### config.mk
export PLATFORM = sky130hd
export DESIGN_NAME = masked_min_max_rescale_unit_flat
export DESIGN_NICKNAME = d
export VERILOG_FILES = /design/src/hdl/mmr_pkg.sv /design/src/hdl/mmr_sample_if.sv /design/src/hdl/mmr_result_if.sv /design/src/hdl/masked_min_max_rescale_unit.sv /design/src/flat_wrapper.sv
export VERILOG_INCLUDE_DIRS = /design/src /design/src/hdl
export SDC_FILE = /design/constraint.sdc
export NUM_CORES = 2
export LEC_CHECK = 0
export BUFFER_PORTS_ARGS = -buffer_cell sky130_fd_sc_hd__buf_4
export CAP_MARGIN = 30
export CORE_MARGIN = 8
export CORE_UTILIZATION = 50
export CTS_CLUSTER_SIZE = 16
export DETAILED_ROUTE_END_ITERATION = 16
export MAX_ROUTING_LAYER = met4
export PLACE_DENSITY = 0.67
export SYNTH_ARGS = -nofsm -noshare
export SYNTH_HDL_FRONTEND = slang
export SYNTH_SLANG_ARGS = --single-unit
### constraint.sdc
create_clock -name clk -period 19 [get_ports clk]
set_clock_uncertainty 0.2 [all_clocks]
set_input_delay 3.8 -clock clk [delete_from_list [all_inputs] [get_ports clk]]
set_output_delay 3.8 -clock clk [all_outputs]
set_load 0.01 [all_outputs]
### src/hdl/masked_min_max_rescale_unit_assert.svh
// assertion macros shared by the rtl
`ifndef MASKED_MIN_MAX_RESCALE_UNIT_ASSERT_SVH
`define MASKED_MIN_MAX_RESCALE_UNIT_ASSERT_SVH

`ifndef NO_ASSERTIONS

// consequent must hold in the cycle after the antecedent
`define MMR_ASSERT_NEXT(lbl, clk, rst_n, ante, cons) \
    lbl: assert property (@(posedge clk) disable iff (!rst_n) (ante) |=> (cons)) \
        else $error("masked_min_max_rescale_unit: next-cycle check failed");

// consequent must hold in the same cycle as the antecedent
`define MMR_ASSERT_SAME(lbl, clk, rst_n, ante, cons) \
    lbl: assert property (@(posedge clk) disable iff (!rst_n) (ante) |-> (cons)) \
        else $error("masked_min_max_rescale_unit: same-cycle check failed");

`else

`define MMR_ASSERT_NEXT(lbl, clk, rst_n, ante, cons)
`define MMR_ASSERT_SAME(lbl, clk, rst_n, ante, cons)

`endif

`endif

### src/hdl/mmr_pkg.sv
`default_nettype none

package mmr_pkg;

    // field widths
    localparam int SAMPLE_WIDTH = 32;
    localparam int VAL_W        = 16;
    localparam int DIFF_W       = SAMPLE_WIDTH + 1;
    localparam int PROD_W       = VAL_W + DIFF_W;
    localparam int REM_W        = DIFF_W + 1;
    localparam int CNT_W        = $clog2(PROD_W);
    localparam int STEP_W       = 3;
    localparam int ADDR_W       = 4;
    localparam int DATA_W       = 32;

    // register map (index = paddr[3:2])
    localparam logic [1:0] REG_USE_MASK = 2'd0;
    localparam logic [1:0] REG_OUT_LOW  = 2'd1;
    localparam logic [1:0] REG_OUT_HIGH = 2'd2;

    // reset values
    localparam logic               USE_MASK_RST = 1'b1;
    localparam logic [VAL_W-1:0]   OUT_LOW_RST  = 16'sd0;
    localparam logic [VAL_W-1:0]   OUT_HIGH_RST = 16'sd32000;

    // sequencer program addresses
    typedef logic [STEP_W-1:0] step_t;
    localparam step_t STEP_WAIT   = 3'd0;
    localparam step_t STEP_DIFF   = 3'd1;
    localparam step_t STEP_MUL    = 3'd2;
    localparam step_t STEP_DIV    = 3'd3;
    localparam step_t STEP_FINISH = 3'd4;

    // jump conditions
    typedef enum logic [2:0] {
        COND_ALWAYS,
        COND_SCALE_ACC,
        COND_TRIVIAL,
        COND_DIV_MORE,
        COND_OUT_FREE
    } cond_t;

    // one control word per program step
    typedef struct packed {
        logic  ready;
        logic  ld_diff;
        logic  ld_mul;
        logic  div_step;
        logic  ld_out;
        cond_t cond;
        step_t jump_to;
        step_t else_to;
    } ctrl_word_t;

    // control store
    function automatic ctrl_word_t ucode(input step_t step);
        ctrl_word_t w;
        w = '0;
        unique case (step)
            STEP_WAIT:
            begin
                w.ready   = 1'b1;
                w.cond    = COND_SCALE_ACC;
                w.jump_to = STEP_DIFF;
                w.else_to = STEP_WAIT;
            end
            STEP_DIFF:
            begin
                w.ld_diff = 1'b1;
                w.cond    = COND_TRIVIAL;
                w.jump_to = STEP_FINISH;
                w.else_to = STEP_MUL;
            end
            STEP_MUL:
            begin
                w.ld_mul  = 1'b1;
                w.cond    = COND_ALWAYS;
                w.jump_to = STEP_DIV;
                w.else_to = STEP_DIV;
            end
            STEP_DIV:
            begin
                w.div_step = 1'b1;
                w.cond     = COND_DIV_MORE;
                w.jump_to  = STEP_DIV;
                w.else_to  = STEP_FINISH;
            end
            STEP_FINISH:
            begin
                w.ld_out  = 1'b1;
                w.cond    = COND_OUT_FREE;
                w.jump_to = STEP_WAIT;
                w.else_to = STEP_FINISH;
            end
            default:
            begin
                w.cond    = COND_ALWAYS;
                w.jump_to = STEP_WAIT;
                w.else_to = STEP_WAIT;
            end
        endcase
        return w;
    endfunction

endpackage

`default_nettype wire

### src/hdl/mmr_sample_if.sv
`default_nettype none

// input sample channel
interface mmr_sample_if;
    logic                                  valid;
    logic                                  ready;
    logic                                  req_type;
    logic                                  first_of_block;
    logic signed [mmr_pkg::SAMPLE_WIDTH-1:0] sample_value;
    logic                                  trace_enabled;
    logic signed [mmr_pkg::VAL_W-1:0]        dip_xy;
    logic signed [mmr_pkg::VAL_W-1:0]        dip_xz;

    modport source (
        output valid, req_type, first_of_block, sample_value, trace_enabled, dip_xy, dip_xz,
        input  ready
    );

    modport sink (
        input  valid, req_type, first_of_block, sample_value, trace_enabled, dip_xy, dip_xz,
        output ready
    );
endinterface

`default_nettype wire

### src/hdl/mmr_result_if.sv
`default_nettype none

// rescaled result channel
interface mmr_result_if;
    logic                           valid;
    logic                           ready;
    logic signed [mmr_pkg::VAL_W-1:0] scaled_value;
    logic                           degenerate;

    modport source (
        output valid, scaled_value, degenerate,
        input  ready
    );

    modport sink (
        input  valid, scaled_value, degenerate,
        output ready
    );
endinterface

`default_nettype wire

### src/hdl/masked_min_max_rescale_unit.sv
// Masked min-max rescaler. A block of samples is streamed twice: measure
// transactions (req_type 0) track the minimum and maximum of the kept samples,
// restarting on first_of_block, and give no result; scale transactions
// (req_type 1) each give one result mapping the sample linearly so that the
// block minimum lands on out_low and the maximum on out_high, truncated toward
// zero and saturated to 16 bits. Samples that are not kept give zero; if the
// block had no kept sample or a zero range, kept samples give out_low and
// degenerate is set. Control is a five-step microprogram. A measure sample
// is taken in the wait step. A scale sample that needs the full mapping runs
// through accept, difference, multiply, 49 steps of the bit-serial restoring
// divider (one quotient bit per cycle over the 49-bit product) and a finish
// step; a masked or degenerate one skips from difference to finish. A finished
// result sits in an output register, so the next sample is taken while it
// waits; the finish step holds only if the previous result is still untaken.
`default_nettype none

module masked_min_max_rescale_unit (
    input  wire logic                          clk,
    input  wire logic                          rst_n,
    mmr_sample_if.sink                         sample_in,
    mmr_result_if.source                       result_out,
    input  wire logic                          psel,
    input  wire logic                          penable,
    input  wire logic                          pwrite,
    input  wire logic [mmr_pkg::ADDR_W-1:0]    paddr,
    input  wire logic [mmr_pkg::DATA_W-1:0]    pwdata,
    output logic      [mmr_pkg::DATA_W-1:0]    prdata,
    output logic                               pready
);

    `include "masked_min_max_rescale_unit_assert.svh"

    localparam int SW = mmr_pkg::SAMPLE_WIDTH;
    localparam int VW = mmr_pkg::VAL_W;
    localparam int DW = mmr_pkg::DIFF_W;
    localparam int PW = mmr_pkg::PROD_W;
    localparam int RW = mmr_pkg::REM_W;
    localparam int CW = mmr_pkg::CNT_W;

    // configuration registers
    logic                 use_mask_reg, use_mask_next;
    logic signed [VW-1:0] out_low_reg, out_low_next;
    logic signed [VW-1:0] out_high_reg, out_high_next;

    // block statistics
    logic signed [SW-1:0] block_min_reg, block_min_next;
    logic signed [SW-1:0] block_max_reg, block_max_next;
    logic                 any_kept_reg, any_kept_next;

    // sequencer and datapath
    mmr_pkg::step_t       step_reg, step_next;
    mmr_pkg::ctrl_word_t  cw;
    logic signed [SW-1:0] x_reg, x_next;
    logic                 kept_reg, kept_next;
    logic [DW-1:0]        ae_reg, ae_next;
    logic [DW-1:0]        d_reg, d_next;
    logic [VW-1:0]        as_reg, as_next;
    logic                 neg_reg, neg_next;
    logic [PW-1:0]        quo_reg, quo_next;
    logic [RW-1:0]        rem_reg, rem_next;
    logic [CW-1:0]        cnt_reg, cnt_next;

    // output register
    logic                 out_valid_reg, out_valid_next;
    logic signed [VW-1:0] out_value_reg, out_value_next;
    logic                 out_degen_reg, out_degen_next;

    logic                 cfg_wr;
    logic                 accept;
    logic                 out_free;
    logic                 kept_in;
    logic                 degen;
    logic                 cond_true;
    logic signed [SW-1:0] min_eff, max_eff;
    logic                 any_eff;
    logic signed [DW-1:0] e_diff;
    logic signed [VW:0]   span;
    logic [RW-1:0]        rem_sh;
    logic                 ge;
    logic [17:0]          q_clip;
    logic signed [19:0]   lo_ext;
    logic signed [19:0]   base;
    logic signed [VW-1:0] sat_val;

    // apb port
    assign pready = 1'b1;
    assign cfg_wr = psel & penable & pwrite;

    always_comb
    begin
        use_mask_next = use_mask_reg;
        out_low_next  = out_low_reg;
        out_high_next = out_high_reg;
        if (cfg_wr)
        begin
            unique case (paddr[3:2])
                mmr_pkg::REG_USE_MASK: use_mask_next = pwdata[0];
                mmr_pkg::REG_OUT_LOW:  out_low_next  = pwdata[VW-1:0];
                mmr_pkg::REG_OUT_HIGH: out_high_next = pwdata[VW-1:0];
                default:               use_mask_next = use_mask_reg;
            endcase
        end
    end

    // register read-back
    always_comb
    begin
        unique case (paddr[3:2])
            mmr_pkg::REG_USE_MASK: prdata = {{(mmr_pkg::DATA_W-1){1'b0}}, use_mask_reg};
            mmr_pkg::REG_OUT_LOW:
                prdata = {{(mmr_pkg::DATA_W-VW){out_low_reg[VW-1]}}, out_low_reg};
            mmr_pkg::REG_OUT_HIGH:
                prdata = {{(mmr_pkg::DATA_W-VW){out_high_reg[VW-1]}}, out_high_reg};
            default:               prdata = '0;
        endcase
    end

    // control word and handshake
    assign cw              = mmr_pkg::ucode(step_reg);
    assign sample_in.ready = cw.ready;
    assign accept          = sample_in.valid & cw.ready;
    assign out_free        = ~out_valid_reg | result_out.ready;

    assign kept_in = ~use_mask_reg |
                     (sample_in.trace_enabled &
                      ((sample_in.dip_xy != '0) | (sample_in.dip_xz != '0)));
    assign degen   = ~any_kept_reg | (block_max_reg == block_min_reg);

    // jump condition select
    always_comb
    begin
        case (cw.cond)
            mmr_pkg::COND_ALWAYS:    cond_true = 1'b1;
            mmr_pkg::COND_SCALE_ACC: cond_true = accept & sample_in.req_type;
            mmr_pkg::COND_TRIVIAL:   cond_true = ~kept_reg | degen;
            mmr_pkg::COND_DIV_MORE:  cond_true = (cnt_reg != '0);
            mmr_pkg::COND_OUT_FREE:  cond_true = out_free;
            default:                 cond_true = 1'b1;
        endcase
    end

    assign step_next = cond_true ? cw.jump_to : cw.else_to;

    // min and max tracking on measure transactions
    always_comb
    begin
        min_eff = sample_in.first_of_block ? '0 : block_min_reg;
        max_eff = sample_in.first_of_block ? '0 : block_max_reg;
        any_eff = sample_in.first_of_block ? 1'b0 : any_kept_reg;
        block_min_next = block_min_reg;
        block_max_next = block_max_reg;
        any_kept_next  = any_kept_reg;
        if (accept && !sample_in.req_type)
        begin
            block_min_next = min_eff;
            block_max_next = max_eff;
            any_kept_next  = any_eff;
            if (kept_in)
            begin
                any_kept_next = 1'b1;
                if (!any_eff)
                begin
                    block_min_next = sample_in.sample_value;
                    block_max_next = sample_in.sample_value;
                end
                else
                begin
                    if (sample_in.sample_value < min_eff)
                        block_min_next = sample_in.sample_value;
                    if (sample_in.sample_value > max_eff)
                        block_max_next = sample_in.sample_value;
                end
            end
        end
    end

    // capture of each accepted sample
    assign x_next    = accept ? sample_in.sample_value : x_reg;
    assign kept_next = accept ? kept_in : kept_reg;

    // offset, range and target span
    always_comb
    begin
        e_diff = {x_reg[SW-1], x_reg} - {block_min_reg[SW-1], block_min_reg};
        span   = {out_high_reg[VW-1], out_high_reg} - {out_low_reg[VW-1], out_low_reg};
        ae_next  = ae_reg;
        d_next   = d_reg;
        as_next  = as_reg;
        neg_next = neg_reg;
        if (cw.ld_diff)
        begin
            ae_next  = e_diff[DW-1] ? DW'(-e_diff) : DW'(e_diff);
            d_next   = DW'({block_max_reg[SW-1], block_max_reg} -
                           {block_min_reg[SW-1], block_min_reg});
            as_next  = span[VW] ? VW'(-span) : VW'(span);
            neg_next = span[VW] ^ e_diff[DW-1];
        end
    end

    // product, then restoring division one quotient bit a step
    always_comb
    begin
        rem_sh   = {rem_reg[RW-2:0], quo_reg[PW-1]};
        ge       = (rem_sh >= {1'b0, d_reg});
        quo_next = quo_reg;
        rem_next = rem_reg;
        cnt_next = cnt_reg;
        if (cw.ld_mul)
        begin
            quo_next = PW'(as_reg) * PW'(ae_reg);
            rem_next = '0;
            cnt_next = CW'(PW - 1);
        end
        else if (cw.div_step)
        begin
            quo_next = {quo_reg[PW-2:0], ge};
            rem_next = ge ? (rem_sh - {1'b0, d_reg}) : rem_sh;
            cnt_next = cnt_reg - CW'(1);
        end
    end

    // offset from out_low, truncation toward zero and saturation
    always_comb
    begin
        q_clip = (|quo_reg[PW-1:17]) ? 18'h20000 : {1'b0, quo_reg[16:0]};
        lo_ext = {{4{out_low_reg[VW-1]}}, out_low_reg};
        base   = neg_reg ? (lo_ext - $signed({2'b00, q_clip}))
                         : (lo_ext + $signed({2'b00, q_clip}));
        if (rem_reg != '0)
        begin
            if (!neg_reg && base[19])
                base = base + 20'sd1;
            else if (neg_reg && !base[19] && base != '0)
                base = base - 20'sd1;
        end
        if (base > 20'sd32767)
            sat_val = 16'sh7FFF;
        else if (base < -20'sd32768)
            sat_val = 16'sh8000;
        else
            sat_val = base[VW-1:0];
    end

    // output register
    always_comb
    begin
        out_valid_next = out_valid_reg & ~result_out.ready;
        out_value_next = out_value_reg;
        out_degen_next = out_degen_reg;
        if (cw.ld_out && out_free)
        begin
            out_valid_next = 1'b1;
            out_degen_next = degen;
            if (!kept_reg)
                out_value_next = '0;
            else if (degen)
                out_value_next = out_low_reg;
            else
                out_value_next = sat_val;
        end
    end

    assign result_out.valid        = out_valid_reg;
    assign result_out.scaled_value = out_value_reg;
    assign result_out.degenerate   = out_degen_reg;

    // control state
    always_ff @(posedge clk or negedge rst_n)
    begin
        if (!rst_n)
        begin
            use_mask_reg  <= mmr_pkg::USE_MASK_RST;
            out_low_reg   <= mmr_pkg::OUT_LOW_RST;
            out_high_reg  <= mmr_pkg::OUT_HIGH_RST;
            block_min_reg <= '0;
            block_max_reg <= '0;
            any_kept_reg  <= 1'b0;
            step_reg      <= mmr_pkg::STEP_WAIT;
            cnt_reg       <= '0;
            out_valid_reg <= 1'b0;
        end
        else
        begin
            use_mask_reg  <= use_mask_next;
            out_low_reg   <= out_low_next;
            out_high_reg  <= out_high_next;
            block_min_reg <= block_min_next;
            block_max_reg <= block_max_next;
            any_kept_reg  <= any_kept_next;
            step_reg      <= step_next;
            cnt_reg       <= cnt_next;
            out_valid_reg <= out_valid_next;
        end
    end

    // datapath registers
    always_ff @(posedge clk)
    begin
        x_reg         <= x_next;
        kept_reg      <= kept_next;
        ae_reg        <= ae_next;
        d_reg         <= d_next;
        as_reg        <= as_next;
        neg_reg       <= neg_next;
        quo_reg       <= quo_next;
        rem_reg       <= rem_next;
        out_value_reg <= out_value_next;
        out_degen_reg <= out_degen_next;
    end

    // checks
    `MMR_ASSERT_NEXT(a_scale_starts, clk, rst_n, accept && sample_in.req_type, step_reg == mmr_pkg::STEP_DIFF)
    `MMR_ASSERT_NEXT(a_finish_loads, clk, rst_n, (step_reg == mmr_pkg::STEP_FINISH) && out_free, result_out.valid)
    `MMR_ASSERT_SAME(a_div_nonzero, clk, rst_n, step_reg == mmr_pkg::STEP_DIV, d_reg != '0)

endmodule

`default_nettype wire

### src/flat_wrapper.sv
// flat-port wrapper written by rule: the top's interface ports become plain ports
module masked_min_max_rescale_unit_flat 
  (clk, rst_n, psel, penable, pwrite, paddr, pwdata, prdata, pready, sample_in_valid, sample_in_req_type, sample_in_first_of_block, sample_in_sample_value, sample_in_trace_enabled, sample_in_dip_xy, sample_in_dip_xz, sample_in_ready, result_out_valid, result_out_scaled_value, result_out_degenerate, result_out_ready);
  mmr_sample_if sample_in_i ();
  mmr_result_if result_out_i ();
  input  wire logic clk;
  input  wire logic rst_n;
  input  wire logic psel;
  input  wire logic penable;
  input  wire logic pwrite;
  input  wire logic [mmr_pkg::ADDR_W-1:0] paddr;
  input  wire logic [mmr_pkg::DATA_W-1:0] pwdata;
  output logic      [mmr_pkg::DATA_W-1:0] prdata;
  output logic pready;
  input wire logic [$bits(sample_in_i.valid)-1:0] sample_in_valid;
  input wire logic [$bits(sample_in_i.req_type)-1:0] sample_in_req_type;
  input wire logic [$bits(sample_in_i.first_of_block)-1:0] sample_in_first_of_block;
  input wire logic [$bits(sample_in_i.sample_value)-1:0] sample_in_sample_value;
  input wire logic [$bits(sample_in_i.trace_enabled)-1:0] sample_in_trace_enabled;
  input wire logic [$bits(sample_in_i.dip_xy)-1:0] sample_in_dip_xy;
  input wire logic [$bits(sample_in_i.dip_xz)-1:0] sample_in_dip_xz;
  output wire logic [$bits(sample_in_i.ready)-1:0] sample_in_ready;
  output wire logic [$bits(result_out_i.valid)-1:0] result_out_valid;
  output wire logic [$bits(result_out_i.scaled_value)-1:0] result_out_scaled_value;
  output wire logic [$bits(result_out_i.degenerate)-1:0] result_out_degenerate;
  input wire logic [$bits(result_out_i.ready)-1:0] result_out_ready;
  assign sample_in_i.valid = sample_in_valid;
  assign sample_in_i.req_type = sample_in_req_type;
  assign sample_in_i.first_of_block = sample_in_first_of_block;
  assign sample_in_i.sample_value = sample_in_sample_value;
  assign sample_in_i.trace_enabled = sample_in_trace_enabled;
  assign sample_in_i.dip_xy = sample_in_dip_xy;
  assign sample_in_i.dip_xz = sample_in_dip_xz;
  assign sample_in_ready = sample_in_i.ready;
  assign result_out_valid = result_out_i.valid;
  assign result_out_scaled_value = result_out_i.scaled_value;
  assign result_out_degenerate = result_out_i.degenerate;
  assign result_out_i.ready = result_out_ready;
  masked_min_max_rescale_unit u_core (.clk(clk), .rst_n(rst_n), .sample_in(sample_in_i), .result_out(result_out_i), .psel(psel), .penable(penable), .pwrite(pwrite), .paddr(paddr), .pwdata(pwdata), .prdata(prdata), .pready(pready));
endmodule
---- Yosys cells after proc, flatten, opt, wreduce, memory -nomap -nowiden ----
Cells that the tools add are included.
storage, ports and cells
  output and inout port bits .............. 52
  input port bits ......................... 110
  word-level logic and storage cells ...... 120
  bits in registers ....................... 324
operators by class
  muxes and demuxes ....................... 35
  $lt $le $gt $ge ......................... 5
  equal/unequal tests ..................... 11
  reductions and logical operators ........ 20
  multipliers ............................. 1
  bitwise gates (word level) .............. 17
  add/subtract/negate cells ............... 11
operators by type and width
  operator               number
  $mux 32                9
  $mux 49                2
  $pmux 32 s3            1
  $mux 20                4
  $sub 32x32->33         2
  $mux 16                4
  $mul 16x33->49         1
  $pmux 9 s5             1
  $ge 34x33->1           1
  $mux 34                1
  $reduce_bool 34->1     1
  $sub 34x33->34         1
  $neg 33->33            1
  $eq 32x32->1           1
  $gt 32x32->1           1
  $lt 32x32->1           1
  $reduce_bool 16->1     2
  $reduce_or 32->1       1
  $add 16x19->20         1
  $add 20x2->20 const B  1
  $gt 20x16->1 const B   1
  $lt 20x16->1 const B   1
  $reduce_bool 20->1     1
  $sub 16x19->20         1
  other kinds (25)       59

---- Depth between registers and ports, before layout ----
  word-level depth ........................ 14
  gate-level depth with buffers ........... 28
  gate-level depth less buffers ........... 27

---- Worst setup path after synthesis ----
No wires, ideal clock.
  path type ............................... input to output
  start ................................... input paddr[3] in the netlist's numbering
  end ..................................... output prdata[16] in the netlist's numbering
  stages on the path ...................... 4
  data required time ...................... 15,000 ps
  buffers on the path ..................... 2
  slack ................................... 10,219 ps
  arrival ................................. 4,781 ps
  path through ............................ nor2b_1 -> clkbuf_1 -> a22o_1 -> buf_4
on the way
  cells in the longest elaborated chain, start to end .. 2
  elaborated cells on any way between the ends .. 4
  those cells by class .................... 2 x eq/ne; 1 x mux; 1 x reduce/logical
ends and longest elaborated chain
  item                                      line                                RTL
  start, declared                           flat_wrapper.sv:11                  input wire logic [mmr_pkg::ADDR_W-1:0] paddr;
  $eq 2x2->1, or another cell as far along  masked_min_max_rescale_unit.sv:108  unique case (paddr[3:2])
  $pmux 32 s3 (*)                           masked_min_max_rescale_unit.sv:108
  end, declared                             flat_wrapper.sv:13                  output logic [mmr_pkg::DATA_W-1:0] prdata;
Every way passes the cells marked *; elsewhere a longest branch is shown, timed or not.

---- Worst setup path in the final report ----
  start ................................... input paddr[2] in the netlist's numbering
  end ..................................... output prdata[31] in the netlist's numbering
The elaborated chain is that of the path after synthesis.

==> results.sh <==
export IMPL_crit_required_ns=15.00
export IMPL_viasPerCell=5.61
export IMPL_synth_compound_area_share_pct=12.9
export IMPL_synth_simple_area_share_pct=17.8
export IMPL_track_usage_pct=24.1
export IMPL_ios=162
export IMPL_die_area_um2=88800
export IMPL_antenna_found_initial=2
export IMPL_largest_reg_flops=49
export IMPL_syn_nets=5322
export IMPL_final_area_um2=43000
export IMPL_worstSetupEndpointType="output pin"
export IMPL_drt_iter0_drc=2192
export IMPL_grt_pass1_vias=32041
export IMPL_synthXorXnorAreaFrac_pct=4.76
export IMPL_grt_overflow_total=0
export IMPL_netlist_area_leader_share_pct=22.0
export IMPL_synth_mux_area_share_pct=2.32
export IMPL_period_share_pct=47.5
export IMPL_ctsResizeCount=0
export IMPL_cts_hold_buffers=0
export IMPL_netlist_top_cells_count="nand2_1, inv_1, fa_1"
export IMPL_post_synth_top_count_cell="nand2_1"
export IMPL_std_cell_rows=103
export IMPL_syn_to_final_growth_pct=8.25
export IMPL_numPortBuffers=142
export IMPL_slew_headroom_pct=30.2
export IMPL_path_clk_slew_ns=0.06
export IMPL_worst_path_max_fanout=17
export IMPL_ys_top_cells_by_area="fa_1, edfxtp_1, ha_1"
export IMPL_worstHoldStart="u_core.rem_reg[33]"
export IMPL_cts_buffers=39
export IMPL_cts_max_level=2
export IMPL_wl_mm=105
export IMPL_insertedDiodeCount=0
export IMPL_startpoint_type="primary input"
export IMPL_grt_pass1_wl_mm=170
export IMPL_gp_congestion=0.932
export IMPL_synth_adder_area_share_pct=32.2
export IMPL_drc=0
export IMPL_max_freq_mhz=111
export IMPL_ant_nets=0
export IMPL_critical_path_arrival_ns=5.03
export IMPL_crit_type="primary input to output pin"
export IMPL_hold_viol_final=0
export IMPL_hold_path_class="flip-flop to flip-flop"
export IMPL_die_y_um=298
export IMPL_initial_core_util_pct=50.4
export IMPL_synth_edff_count=182
export IMPL_yosys_most_used_dff="edfxtp_1"
export IMPL_yosysTopAreaCell="fa_1"
export IMPL_place_area_um2=41800
export IMPL_cts_max_path_buffers=3
export IMPL_cts_tree="built"
export IMPL_yosys_warnings=0
export IMPL_final_layout_size_suffix_gt1_share_pct=7.66
export IMPL_ys_seq_area_share_pct=22.3
export IMPL_syn_inst=4451
export IMPL_fp_coreArea_um2=78900
export IMPL_min_period_ns=9.03
export IMPL_wire_per_inst_um=18.8
export IMPL_rsz0062_at_grt="no"
export IMPL_synth_top_family_by_area="adder cells"
export IMPL_chipWidth_um=298
export IMPL_tightestPinTransition_ns=1.05
export IMPL_netlist_area_um2=39700
export IMPL_detailed_place_hpwl_mm=79.7
export IMPL_status="finished clean"
export IMPL_drv_cap=0
export IMPL_synthArstFlopShare_pct=33.3
export IMPL_grt_max_degree=94
export IMPL_clock_root_buffer="clkbuf_16"
export IMPL_cts_setup_buffers=0
export IMPL_synth_cell_types=104
export IMPL_setup_tns_final_ns=0
export IMPL_clkSinkCount=324
export IMPL_layout_nets=5375
export IMPL_ys_ff_latch=324
export IMPL_finalSetupViolCount=0
export IMPL_num_vias=31342
export IMPL_synth_avg_cell_area_um2=8.93
export IMPL_crit_start="paddr[2]"
export IMPL_insertion_delay_ns=0.56
export IMPL_slew_violations=0
export IMPL_r2r_start="u_core.ae_reg[9]"
export IMPL_dr_pass1_iters=6
==> cell families (layout without fill, tap and decap cells) <==
family	after synthesis	in the layout
DFF	324	324
muxes	89	89
adders and majority gates	761	761
and+or+nand+nor	1479	1479
AOI/OAI and AO/OA	791	791
xor gates and xnor gates	215	215
other	1	1
buffers and inverters	791	872
==> per-stage QoR <==
| stage | instances | setup slack [ns] | util, % | hold WS (ns) |
|---|---|---|---|---|
| detailed placement | 5512 | 9.96 | 53.0 | 0.251 |
| global placement | 5508 | 10.01 | 52.9 | 0.240 |
| CTS | 5581 | 9.96 | 54.5 | 0.269 |
| floorplan | 4451 | 10.22 | - | 0.226 |
| finish | 5582 | 9.97 | 54.5 | 0.263 |
| global route | 5582 | 9.85 | 54.5 | 0.293 |
==> metal layers <==
| layer | wire [um] | part of all wire (%) | up-vias | GRT usage (%) |
|---|---|---|---|---|
| li1 | - | - | 14825 | - |
| met1 | 45700 | 44 | 15436 | 31.7 |
| met2 | 50300 | 48 | 898 | 39.5 |
| met3 | 6120 | 5.8 | 183 | 2.89 |
| met4 | 2840 | 2.7 | 0 | 6.53 |
| met5 | 0 | 0 | - | - |
==> worst paths after layout <==
kind | endpoint | slack, ns | cells after the start
worst max-delay path | prdata[31] | 9.97 | 5
worst max register to register | u_core.quo_reg[47] | 10.47 | 24
worst min register to register | u_core.rem_reg[33] | 0.26 | 2
worst min-delay path | u_core.rem_reg[33] | 0.26 | 2
max in group asynchronous | u_core.out_low_reg[9] | 14.22 | 2
min in group asynchronous | u_core.block_max_reg[24] | 3.06 | 1
==> worst max-delay path: stages <==
cell     delay [ns]
buf_4          0.11
nor2b_1        0.13
buf_4          0.23
a22o_1         0.52
buf_4          0.23
==> placed cells by master, fill, tap and decap left out, types with 10 or more instances in the layout <==
cell and count:
nand2_1 694, inv_1 608, fa_1 437, ha_1 324, a21oi_1 212, o21ai_0 206, buf_4 188, nor2_1 183
edfxtp_1 182, and2_1 152, xnor2_1 126, dfrtp_1 101, nand2b_1 98, a21o_1 95, xor2_1 88, mux2i_1 62
nor3_1 61, nand3_1 56, nor2b_1 51, nand4_1 44, clkbuf_16 39, nor4_1 34, dfxtp_1 34, o21a_1 32
mux2_2 26, a22o_1 23, and3_1 19, o21bai_1 19, a31oi_1 18, or3_1 18, o31ai_1 16, o211ai_1 16
a211oi_1 14, a21oi_2 12, a21boi_0 12, and4_1 10
==> area by class of cell <==
cell class              instances  area, um^2
fillers                      7293       35900
multi-input cells            3336       27900
flip-flops and latches        324        8860
inverters                     610        2290
repair buffers                193        1500
well taps                    1050        1310
clock buffers                  53        1080
clock inverters                16         106
Power is not shown: default switching activity piles up to over one toggle a cycle in this logic, so the estimate is an artifact.
